[src/sv/hsl_pkg.sv]
`default_nettype none

package hsl_pkg;

	// Default fraction width: 1 << FRAC_BITS_DEF stands for 1.0.
	localparam int FRAC_BITS_DEF = 12;

	localparam int HUE_W = 12;
	localparam int REG_W = 13;
	localparam int CH_W  = 5;
	localparam int PIX_W = 16;

	localparam int CFG_IDX_W = 1;
	localparam logic [CFG_IDX_W-1:0] CFG_SAT   = 1'b0;
	localparam logic [CFG_IDX_W-1:0] CFG_LIGHT = 1'b1;

	localparam logic [REG_W-1:0] SAT_RST   = 13'd4096;
	localparam logic [REG_W-1:0] LIGHT_RST = 13'd2048;

	localparam logic [CH_W-1:0] CH_MAX = 5'd31;
	localparam logic ALPHA = 1'b1;

	// Register stages from input to output.
	localparam int NSTG = 5;

	// Color lanes.
	localparam int NLANE = 3;
	localparam int LANE_RED   = 0;
	localparam int LANE_GREEN = 1;
	localparam int LANE_BLUE  = 2;

endpackage

`default_nettype wire

[src/sv/hsl_front.sv]
`default_nettype none

module hsl_front import hsl_pkg::*; #(
	parameter int FRAC_BITS = FRAC_BITS_DEF
) (
	input  wire logic               clk,
	input  wire logic [1:0]         en,
	input  wire logic [HUE_W-1:0]   hue,
	input  wire logic [FRAC_BITS:0] sat,
	input  wire logic [FRAC_BITS:0] light,
	output logic      [FRAC_BITS:0] d_s2,
	output logic      [FRAC_BITS:0] base_s2 [NLANE],
	output logic      [FRAC_BITS:0] x_s2 [NLANE]
);
	localparam int CW = FRAC_BITS + 1;
	localparam int HW = (FRAC_BITS < HUE_W) ? FRAC_BITS : HUE_W;
	localparam int MW = CW + 2;
	localparam int TW = FRAC_BITS + 4;
	localparam logic signed [MW-1:0] ONE_M  = MW'(1) << FRAC_BITS;
	localparam logic [CW-1:0]        HALF   = CW'(1) << (FRAC_BITS - 1);
	localparam logic [TW-1:0]        ONE_T  = TW'(1) << FRAC_BITS;
	localparam logic [TW-1:0]        TWO_T  = TW'(2) << FRAC_BITS;
	localparam logic [TW-1:0]        THR_T  = TW'(3) << FRAC_BITS;
	localparam logic [TW-1:0]        FOUR_T = TW'(4) << FRAC_BITS;
	localparam logic [TW-1:0]        SIX_T  = TW'(6) << FRAC_BITS;

	logic [2*CW-1:0] ls_full;
	logic [CW-1:0]   l_s1;
	logic [CW-1:0]   s_s1;
	logic [CW-1:0]   ls_s1;
	logic [HW-1:0]   hm_s1;

	logic signed [MW-1:0] l_m;
	logic signed [MW-1:0] s_m;
	logic signed [MW-1:0] ls_m;
	logic signed [MW-1:0] m2_raw;
	logic signed [MW-1:0] m2_c;
	logic signed [MW-1:0] m1_raw;
	logic signed [MW-1:0] m1_c;
	logic [CW-1:0]        m1;
	logic [CW-1:0]        m2;
	logic [TW-1:0]        h6;
	logic [TW-1:0]        hr;
	logic [TW-1:0]        hb;
	logic [TW-1:0]        t [NLANE];
	logic [CW-1:0]        base_c [NLANE];
	logic [CW-1:0]        x_c [NLANE];

	// Stage 1: L*S product, hue reduced to one turn.
	assign ls_full = light * sat;

	always_ff @(posedge clk) begin
		if (en[0]) begin
			l_s1  <= light;
			s_s1  <= sat;
			ls_s1 <= CW'(ls_full >> FRAC_BITS);
			hm_s1 <= hue[HW-1:0];
		end
	end

	// Stage 2: m2, m1 and where each channel lies on the hue ramp.
	always_comb begin
		l_m  = signed'(MW'(l_s1));
		s_m  = signed'(MW'(s_s1));
		ls_m = signed'(MW'(ls_s1));
		if (l_s1 < HALF) begin
			m2_raw = l_m + ls_m;
		end else begin
			m2_raw = l_m + s_m - ls_m;
		end
		if (m2_raw < 0) begin
			m2_c = '0;
		end else if (m2_raw > ONE_M) begin
			m2_c = ONE_M;
		end else begin
			m2_c = m2_raw;
		end
		m1_raw = (l_m <<< 1) - m2_c;
		if (m1_raw < 0) begin
			m1_c = '0;
		end else if (m1_raw > m2_c) begin
			m1_c = m2_c;
		end else begin
			m1_c = m1_raw;
		end
		m1 = CW'(m1_c);
		m2 = CW'(m2_c);
	end

	// Six sextants per turn make the one-third offsets exact.
	assign h6 = (TW'(hm_s1) << 2) + (TW'(hm_s1) << 1);
	assign hr = h6 + TWO_T;
	assign hb = h6 + FOUR_T;

	always_comb begin
		t[LANE_RED]   = (hr >= SIX_T) ? hr - SIX_T : hr;
		t[LANE_GREEN] = h6;
		t[LANE_BLUE]  = (hb >= SIX_T) ? hb - SIX_T : hb;
		for (int c = 0; c < NLANE; c++) begin
			if (t[c] < ONE_T) begin
				base_c[c] = m1;
				x_c[c]    = CW'(t[c]);
			end else if (t[c] < THR_T) begin
				base_c[c] = m2;
				x_c[c]    = '0;
			end else if (t[c] < FOUR_T) begin
				base_c[c] = m1;
				x_c[c]    = CW'(FOUR_T - t[c]);
			end else begin
				base_c[c] = m1;
				x_c[c]    = '0;
			end
		end
	end

	always_ff @(posedge clk) begin
		if (en[1]) begin
			d_s2    <= m2 - m1;
			base_s2 <= base_c;
			x_s2    <= x_c;
		end
	end

endmodule

`default_nettype wire

[config.mk]
export PLATFORM = sky130hd
export DESIGN_NAME = hsl_front
export DESIGN_NICKNAME = d
export VERILOG_FILES = /design/src/sv/hsl_pkg.sv /design/src/sv/hsl_front.sv
export SDC_FILE = /design/constraint.sdc
export NUM_CORES = 1
export LEC_CHECK = 0
export ABC_AREA = 0
export BUFFER_PORTS_ARGS = -buffer_cell sky130_fd_sc_hd__buf_2
export CORE_MARGIN = 1.5
export CORE_UTILIZATION = 30
export CTS_BUF_LIST = sky130_fd_sc_hd__clkbuf_8
export DETAILED_ROUTE_END_ITERATION = 7
export SLEW_MARGIN = 25
export SYNTH_ARGS = -nofsm -noshare
export SYNTH_HDL_FRONTEND = slang
export SYNTH_SLANG_ARGS = --single-unit
[constraint.sdc]
create_clock -name clk -period 27.7 [get_ports clk]
set_clock_uncertainty 0.05 [all_clocks]
set_input_delay 4.155 -clock clk [delete_from_list [all_inputs] [get_ports clk]]
set_output_delay 4.155 -clock clk [all_outputs]
set_load 0.01 [all_outputs]
==> results of run 1 <==
## cell families after synthesis
family          Yosys count
compound gates          294
flops                   139
mux                      20
other cells               2
fa+ha+maj               297
simple gates            487
xor+xnor                 57
buf+inv                 308
## per-stage QoR
stage	cell area [um2]	hold slack, ns
floorplan	15100	0.629
global placement	16400	0.814
detailed placement	16400	0.816
CTS	16800	0.843
global route	16800	0.899
finish	16800	0.843
## worst max-delay path, delay by kind of cell, from the launching register on
kind	cells	cell delay [ns]
AO/OA/AOI/OAI	24	4.89
flip-flops	1	0.51
buffers and inverters	4	0.52
XOR/XNOR	1	0.18
AND/OR/NAND/NOR	9	1.73
adder cells (fa/ha/maj)	5	2.01
## metal layers
metal	track usage	part of all wire
met1	0.205	0.48
met2	0.238	0.45
met3	0.0185	0.053
met4	0.0438	0.017
met5	0	0
## cell usage in the layout, fill, tap and decap left out, types with 8 or more instances in the layout
master	instances
nand2b_1	23
nor3_1	34
and3_1	8
o31ai_1	10
mux2i_1	19
xor2_1	17
fa_1	136
ha_1	161
clkbuf_8	17
and2_1	67
buf_2	127
xnor2_1	39
nor2_1	94
nor2b_1	9
nand3_1	31
o22ai_1	21
edfxtp_1	139
a31oi_1	10
or2_2	14
o21ai_0	57
a21oi_1	76
a21o_1	18
nand2_1	178
inv_1	249
o21a_1	17
## flip-flops by register name, indices dropped and copies added (netlist names)
register  flops
base_s2      39
x_s2         36
d_s2         13
l_s1         13
ls_s1        13
s_s1         13
hm_s1        12
## worst max-delay path by stage
stage / startpoint / to / depth (start not counted)
floorplan: sat[3] / ls_s1[10]$_DFFE_PP_ / 21
global placement: light[6] / ls_s1[12]$_DFFE_PP_ / 21
detailed placement: light[6] / ls_s1[10]$_DFFE_PP_ / 21
CTS: l_s1[8]$_DFFE_PP_ / d_s2[11]$_DFFE_PP_ / 43
global route: l_s1[8]$_DFFE_PP_ / d_s2[11]$_DFFE_PP_ / 43
finish: l_s1[8]$_DFFE_PP_ / d_s2[12]$_DFFE_PP_ / 43
## cell type report
class / count / area, um2 / area share
clock buffers: 17 / 234 / 0.0140
inverters: 250 / 938 / 0.0560
repair buffers: 132 / 673 / 0.0402
well taps: 672 / 841 / 0.0502
multi-input cells: 1161 / 9790 / 0.584
flip-flops and latches: 139 / 4170 / 0.249
clock inverters: 14 / 114 / 0.00679
==> impl_results.md, run 1 <==
* Clk sinks at 139
* Share of the synthesized area in the top cell type at 0.276
* Max incr delay on CP at 0.54 ns
* Max transition margin at 0.363
* Startpoint Class: flip-flop
* Placed cells at 2,354
* P&R area growth vs syn at 11.0%
* Path type of the worst setup path: flip-flop to flip-flop
* Seq cells post-synth at 139
* Synth Area per Inst at 9.42 um2
* Synth Area in Adders at 0.314
* Reg2reg end: d_s2[12]$_DFFE_PP_
* Gr ovfl total at 0
* Final hold viol count at 0
* Crit share post-route at 0.367
* I/O pins at 132
* Gr usage total at 0.147
* RSZ-0062 raised after global routing: false
* Min-delay src: hm_s1[0]$_DFFE_PP_
* Synth cell types at 78
* Hold buffers post-CTS at 0
* Die width at 227 um
* I/O Buffers at 128
* TritonCTS clock tree: built
* Xor and xnor area share after synthesis at 0.0331
* ANT cells at 0
* Post-Route Utilization at 0.335
* Clock-pin slew on the worst setup and hold paths at 0.09 ns
* Synth Area in Simple Gates at 0.153
* Setup TNS at 0 ns
* Main combinational cell family by area after synthesis: adder cells
* Worst Hold Class: flip-flop to flip-flop
* Pin count of the biggest net entering global routing at 64
* Worst-margin pin slew at 0.954 ns
* Synth Warn # at 0
* Number of global-route vias before repair at 11,400
* Initial antenna violation count at 1
* Cell Count, Final, Fillers Out at 2,385
* Max Slew Vio Count at 0
* Postcts setup bufs at 0
* Hold endpoint: x_s2[14]$_DFFE_PP_
* Post-synth top cells: inv_1, nand2_1, ha_1
* CTS buffer count at 17
* Row cnt at 82
* Initial core utilization at 0.302
* Total wire length at 37,100 um
* Sequential-to-total area share from yosys stat at 0.276
* CP required at 27.88 ns
* Crit-path slowest cell: fa_1
* Reg2reg path depth at 43
* Drt first pass iters at 5
* Root buf cell: clkbuf_8
* Crit end category: flip-flop
* Synth Area in Compound Gates at 0.132
* Worst-path fanout max at 17
* Largest area contributor in the netlist: edfxtp_1
* Core ar. at 50,000 um2
* Worst reg2reg setup slack at 17.53 ns
* Vias per inst at 4.83
* Vias at 11,500
* First-pass GRT wire length at 59,800 um
* Worst slack, placed at 17.40 ns
* Top FF cell, synth: edfxtp_1
* # fillers at 5,113
* DRT iter0 DRCs at 869
* Share of cells above drive strength 1 at 0.114
* Final setup fails at 0
* Post-route ant nets at 0
* Drt wl/cell at 15.6 um
* MaxCap Viol Count at 0
* Critical Path AT at 10.35 ns
* Maximum clock path buffer count at 2
* EDFF count, synth at 139
* Final min period at 10.17 ns
* # nets final at 2,039
* FF-to-FF Start: l_s1[8]$_DFFE_PP_
* WHS Path Cells at 2
* Count leader, synth: inv_1
* H-Tree Depth at 4
* Post-cts sizing count at 0
* CP most frequent cell: a21oi_1
* Worst setup margin at 17.53 ns
* Mux cell area share after synthesis at 0.0133
* Detail Placement HPWL at 29,400 um
* DIE AREA at 51,700 um2
* Die Height at 227 um
* Fmax at 0.0983 GHz
* GP Congestion at 0.876
* Worst-skew pair later-pin latency at 0.49 ns
* DRC at 0
* Main area contributors after synthesis: edfxtp_1, fa_1, ha_1
* Async set-or-reset flop fraction in the synthesized netlist at 0
* Mapped Area at 15,100 um2
* Status: finished clean
* Synth Instances at 1,604
Power of run 1 is left out: the tool's default activity adds up to more than one toggle a clock period on the data nets, which glitch-free logic cannot reach.
==> run 2: changes to the inputs <==
--- a/config.mk
+++ b/config.mk
@@ -5,7 +5,7 @@
 export SDC_FILE = /design/constraint.sdc
 export NUM_CORES = 1
 export LEC_CHECK = 0
-export ABC_AREA = 0
+export ABC_AREA = 1
 export BUFFER_PORTS_ARGS = -buffer_cell sky130_fd_sc_hd__buf_2
 export CORE_MARGIN = 1.5
 export CORE_UTILIZATION = 30
==> constraint.sdc (replaced) <==
create_clock -name clk -period 9.8 [get_ports clk]
set_clock_uncertainty 0.05 [all_clocks]
set_input_delay 1.47 -clock clk [delete_from_list [all_inputs] [get_ports clk]]
set_output_delay 1.47 -clock clk [all_outputs]
set_load 0.01 [all_outputs]
==> run 2 against run 1 <==
Net effect:
- sequential share of layout area decreased by 0.14 points
- global-route usage barely moved
- register-to-register slack got worse by 17 ns
- critical path depth grew 3
- utilization is 0.19 points higher
- clock-buffer cell count did not move
- setup slack lost 17 ns
- die area increased by 0.33%
- via count rose by 3.4%
==> impl_results.md, run 2 <==
* Post-cts sizing count at 0 (unchanged)
* Drt wl/cell at 14.5 um (-6.5%)
* Core ar. at 50,000 um2 (unchanged)
* EDFF count, synth at 139 (unchanged)
* Crit path depth at 46 (+7.0%)
* Mux cell area share after synthesis at 0 (-0.0133)
* Register area at 4170 um2 (unchanged)
* H-Tree Depth at 4 (unchanged)
* Xor and xnor area share after synthesis at 0.0334 (+0.000383)
* Worst-path fanout max at 13 (-4)
* Synth Area in Adders at 0.313 (-0.00106)
* CTS buffer count at 17 (unchanged)
* Async set-or-reset flop fraction in the synthesized netlist at 0 (unchanged)
* Reg2reg path depth at 46 (+7.0%)
* Pin count of the biggest net entering global routing at 89 (+39%)
* Critical Path AT at 9.01 ns (-1.34 ns)
* Commonest cells after routing, fill and taps aside: nand2_1, inv_1, ha_1
* Multi-input gate area at 9230 um2 (-5.7%)
* Metal3 WL at 1590 um (-19%)
* Initial antenna violation count at 0 (-1)
* Share of the synthesized area in the top cell type at 0.275 (-0.000935)
* CP required at 9.97 ns (-17.91 ns)
* GP Congestion at 0.884 (+0.87%)
* Max transition margin at 0.336 (-0.0264)
* Startpoint Class: flip-flop
* # nets final at 2,256 (+11%)
* Die Height at 228 um (+0.17%)
* Path type of the worst setup path: flip-flop to flip-flop
* TritonCTS clock tree: built
* Vias at 11,900 (+3.4%)
* Synth Instances at 1,810 (+13%)
* # fillers at 5,218 (+2.1%)
* ANT cells at 0 (unchanged)
* Clock-pin slew on the worst setup and hold paths at 0.10 ns (about the same)
* Main area contributors after synthesis: edfxtp_1, fa_1, ha_1
* Setup TNS at 0 ns (unchanged)
* Row cnt at 82 (unchanged)
* Largest register FFs at 39 (unchanged)
* Top FF cell, synth: edfxtp_1
* CP startpoint: l_s1[1]$_DFFE_PP_
* Highest routed layer: met4
* P&R area growth vs syn at 11.2%
* Synth Area per Inst at 8.37 um2 (-11%)
* Top Family by Delay on Critical Path: compound AO/OA/AOI/OAI gates
* Main combinational cell family by area after synthesis: adder cells
* Synth cell types at 51 (-35%)
* Die width at 228 um (+0.17%)
* Synth Area in Compound Gates at 0.0803 (-0.0515)
* Largest area contributor in the netlist: edfxtp_1
* WHS Path Cells at 1 (-1)
* DIE AREA at 51,900 um2 (+0.33%)
* Total wire length at 37,900 um (+2.0%)
* I/O Buffers at 128 (unchanged)
* Postcts setup bufs at 0 (unchanged)
* MaxCap Viol Count at 0 (unchanged)
* Gr usage total at 0.147 (-0.000281)
* CP most frequent cell: inv_1
* Final min period at 8.84 ns (-1.34 ns)
* Status: finished clean
* Share of cells above drive strength 1 at 0.116 (+0.00217)
* DRC at 0 (unchanged)
* Sequential-to-total area share from yosys stat at 0.275 (-0.000935)
* Gr ovfl total at 0 (unchanged)
* Seq cells post-synth at 139 (unchanged)
* Final hold viol count at 0 (unchanged)
* Final setup fails at 0 (unchanged)
* Largest register by flop count: base_s2
* Crit-path slowest cell: fa_1
* FF-to-FF Start: l_s1[1]$_DFFE_PP_
* Worst-margin pin slew at 0.993 ns (+0.0392 ns)
* Clk sinks at 139 (unchanged)
* I/O pins at 132 (unchanged)
* Number of global-route vias before repair at 11,900 (+4.3%)
* Hold buffers post-CTS at 0 (unchanged)
* Worst setup path endpoint: d_s2[12]$_DFFE_PP_
* M1 WL at 17,700 um (-0.83%)
* RSZ-0062 raised after global routing: false
* Post-synth top cells: nand2_1, inv_1, ha_1
* Detail Placement HPWL at 30,100 um (+2.3%)
* Vias per inst at 4.58 (-5.3%)
* Synth Warn # at 0 (unchanged)
* Worst-skew pair later-pin latency at 0.46 ns (-0.03 ns)
* Post-route ant nets at 0 (unchanged)
* Worst reg2reg setup slack at 0.96 ns (-16.56 ns)
* Crit share post-route at 0.902 (+0.534)
* Synth Area in Simple Gates at 0.181 (+0.0279)
* Mapped Area at 15,200 um2 (+0.34%)
* Buf/Inv on CP at 8 (+4)
* Count leader, synth: nand2_1
* Max Slew Vio Count at 0 (unchanged)
* Root buf cell: clkbuf_8
* Min-delay src: hm_s1[0]$_DFFE_PP_
* Leading cell type in the layout, fill and taps excluded: nand2_1
* Maximum clock path buffer count at 2 (unchanged)
* Crit end category: flip-flop
* First-pass GRT wire length at 61,700 um (+3.1%)
* Max incr delay on CP at 0.62 ns (+0.08 ns)
* Fmax at 0.113 GHz (+15%)
* Met2 wire len at 17,800 um (+6.2%)
* DRT iter0 DRCs at 729 (-16%)
* Initial core utilization at 0.303 (+0.00103)
* Drt first pass iters at 5 (unchanged)
* Worst Hold Class: flip-flop to flip-flop
* Reg2reg end: d_s2[12]$_DFFE_PP_
* Biggest regs: base_s2: 39 flops, x_s2: 36 flops
[run 2: cell type report]
cell class / instances / share of cell area
Tap cell: 672 / 0.0499
Inverter: 417 / 0.0932
Timing Repair Buffer: 129 / 0.0388
Clock inverter: 15 / 0.00898
Clock buffer: 17 / 0.0139
Sequential cell: 139 / 0.248
Multi-Input combinational cell: 1214 / 0.548
[run 2: cells by family after synthesis]
kind of cell / after synthesis
fa+ha+maj: 297
simple gates: 660
xor+xnor: 57
compound gates: 194
flops: 139
other cells: 2
buf+inv: 461
[run 2: worst min path at each step]
stage,to,slack (ns)
finish,x_s2[14]$_DFFE_PP_,0.74
global route,x_s2[14]$_DFFE_PP_,0.80
CTS,x_s2[14]$_DFFE_PP_,0.77
detailed placement,x_s2[14]$_DFFE_PP_,0.73
global placement,x_s2[14]$_DFFE_PP_,0.70
floorplan,x_s2[14]$_DFFE_PP_,0.57
[run 2: through the flow]
stage               hold slack [ns]  area [um2]  worst slack [ns]  cells  utilization
floorplan                     0.571       15200              2.11   1814            -
global placement              0.701       16500              1.22   2571        0.330
detailed placement            0.734       16500             0.993   2571        0.330
CTS                           0.772       16900             0.970   2603        0.337
global route                  0.796       16900            0.0604   2603        0.337
finish                        0.741       16900             0.964   2603        0.337
[run 2: per-layer routing]
layer | global-route usage | vias up
li1 | - | 5870
met2 | 0.247 | 304
met5 | 0 | -
met3 | 0.0161 | 48
met1 | 0.199 | 5688
met4 | 0.0438 | 0
Power of run 2 is left out for the same reason.
==> run 3: changes to the inputs <==
--- a/config.mk
+++ b/config.mk
@@ -7,7 +7,6 @@
 export LEC_CHECK = 0
 export ABC_AREA = 1
 export BUFFER_PORTS_ARGS = -buffer_cell sky130_fd_sc_hd__buf_2
-export CORE_MARGIN = 1.5
 export CORE_UTILIZATION = 30
 export CTS_BUF_LIST = sky130_fd_sc_hd__clkbuf_8
 export DETAILED_ROUTE_END_ITERATION = 7
==> run 3 against run 2 <==
Net effect:
- sequential share of layout area about the same
- non-clock buffer count up 1
- largest cell class unchanged
- global-route usage increased by 0.67 points
- critical endpoint unchanged
- critical path type unchanged
- fmax fell by 0.15%
- register-to-register slack about the same
- routed wire length rose by 0.58%
- clock-buffer cell count stayed put
==> impl_results.md, run 3 (synthesis gave the netlist of run 2 again) <==
* Status: finished clean
* Worst-margin pin slew at 0.942 ns (-0.0506 ns)
* Total wire length at 38,100 um (+0.58%)
* I/O pins at 132 (unchanged)
* Postcts setup bufs at 0 (unchanged)
* Core ar. at 50,000 um2 (unchanged)
* Leading cell type in the layout, fill and taps excluded: nand2_1
* Maximum clock path buffer count at 2 (unchanged)
* Setup TNS at 0 ns (unchanged)
* Pin count of the biggest net entering global routing at 65 (-27%)
* Hold buffers post-CTS at 0 (unchanged)
* Gr usage total at 0.154 (+0.00674)
* # nets final at 2,257 (+0.044%)
* Max incr delay on CP at 0.60 ns (-0.02 ns)
* Critical Path AT at 9.02 ns (about the same)
* CP required at 9.97 ns (about the same)
* Final hold viol count at 0 (unchanged)
* Vias per inst at 4.59 (+0.26%)
* Worst-path fanout max at 13 (unchanged)
* Final hold slack at 0.716 ns (-0.0248 ns)
* CP startpoint: l_s1[1]$_DFFE_PP_
* Vias at 11,900 (+0.29%)
* Largest register by flop count: base_s2
* Share of cells above drive strength 1 at 0.115 (-0.000578)
* Initial antenna violation count at 0 (unchanged)
* Crit share post-route at 0.903 (+0.00137)
* CP most frequent cell: nand2_1
* ANT cells at 0 (unchanged)
* Startpoint Class: flip-flop
* Drt wl/cell at 14.6 um (+0.55%)
* GP Congestion at 0.868 (-1.8%)
* Row cnt at 82 (unchanged)
* Crit-path slowest cell: fa_1
* P&R area growth vs syn at 11.4%
* Clk sinks at 139 (unchanged)
* Worst Hold Class: flip-flop to flip-flop
* Path type of the worst setup path: flip-flop to flip-flop
* Number of global-route vias before repair at 12,200 (+2.1%)
* TritonCTS clock tree: built
* Max transition margin at 0.370 (+0.0338)
* Die width at 227 um (-0.44%)
* Die Height at 227 um (-0.44%)
* Crit path depth at 47 (+2.2%)
* DRT iter0 DRCs at 791 (+8.5%)
* Worst setup path endpoint: d_s2[12]$_DFFE_PP_
* Top Family by Delay on Critical Path: compound AO/OA/AOI/OAI gates
* Commonest cells after routing, fill and taps aside: nand2_1, inv_1, ha_1
* Reg2reg path depth at 47 (+2.2%)
* Fmax at 0.113 GHz (-0.15%)
* I/O Buffers at 128 (unchanged)
* Post-route ant nets at 0 (unchanged)
* Reg2reg end: d_s2[12]$_DFFE_PP_
* Max Slew Vio Count at 0 (unchanged)
* MaxCap Viol Count at 0 (unchanged)
* Crit end category: flip-flop
* DRC at 0 (unchanged)
* Clock-pin slew on the worst setup and hold paths at 0.09 ns (about the same)
* RSZ-0062 raised after global routing: false
* Post-Route Utilization at 0.338 (+0.000526)
* DIE AREA at 51,400 um2 (-0.88%)
* H-Tree Depth at 4 (unchanged)
* Worst-skew pair later-pin latency at 0.47 ns (about the same)
* Biggest regs: base_s2: 39 flops, x_s2: 36 flops
* Post-cts sizing count at 0 (unchanged)
* Largest register FFs at 39 (unchanged)
* CTS buffer count at 17 (unchanged)
* Initial core utilization at 0.303 (unchanged)
* Root buf cell: clkbuf_8
* Drt first pass iters at 5 (unchanged)
* Detail Placement HPWL at 30,200 um (+0.36%)
* Final min period at 8.85 ns (+0.0134 ns)
* Gr ovfl total at 0 (unchanged)
* Worst reg2reg setup slack at 0.95 ns (about the same)
* Final setup fails at 0 (unchanged)
* First-pass GRT wire length at 62,100 um (+0.60%)
* FF-to-FF Start: l_s1[1]$_DFFE_PP_
* Buf/Inv on CP at 7 (-1)
-- run 3: cell types whose count changed in the layout (fill, tap and decap cells not counted) --
cell / before / now
inv_1: 397 / 398
buf_6: 1 / 0
bufinv_16: 1 / 3
clkinv_4: 0 / 3
inv_8: 2 / 0
clkinvlp_4: 5 / 3
buf_4: 1 / 3
inv_6: 8 / 3
clkinv_2: 0 / 2
clkinv_1: 0 / 1
-- run 3: how the worst min path moves through the flow --
| stage | endpoint | cells past startpoint | startpoint | slack [ns] |
|---|---|---|---|---|
| floorplan | x_s2[14]$_DFFE_PP_ | 1 | hm_s1[0]$_DFFE_PP_ | 0.57 |
| global placement | x_s2[14]$_DFFE_PP_ | 1 | hm_s1[0]$_DFFE_PP_ | 0.71 |
| detailed placement | x_s2[14]$_DFFE_PP_ | 1 | hm_s1[0]$_DFFE_PP_ | 0.71 |
| CTS | x_s2[14]$_DFFE_PP_ | 1 | hm_s1[0]$_DFFE_PP_ | 0.74 |
| global route | x_s2[14]$_DFFE_PP_ | 1 | hm_s1[0]$_DFFE_PP_ | 0.76 |
| finish | x_s2[14]$_DFFE_PP_ | 1 | hm_s1[0]$_DFFE_PP_ | 0.72 |
-- run 3: per-stage QoR --
step	instances	area (um2)	worst slack (ns)
6_report	2604	16900	0.951
5_1_grt	2604	16900	0.188
4_1_cts	2604	16900	0.971
3_5_place_dp	2572	16500	1.01
3_3_place_gp	2572	16500	1.23
2_1_floorplan	1814	15200	2.11
-- run 3: layer usage --
metal	part of all wire	vias to the layer above	global-route usage
met5	0	-	0
met4	0.022	0	0.0503
met3	0.042	48	0.0165
met2	0.48	296	0.262
met1	0.46	5731	0.202
li1	-	5870	-
-- run 3: cell type report --
class | instances | area, um2
multi-input cells | 1214 | 9230
well taps | 672 | 841
flip-flops and latches | 139 | 4170
fillers | 5223 | 33100
clock buffers | 17 | 234
inverters | 417 | 1570
repair buffers | 130 | 658
clock inverters | 15 | 174
Power of run 3 is left out for the same reason.
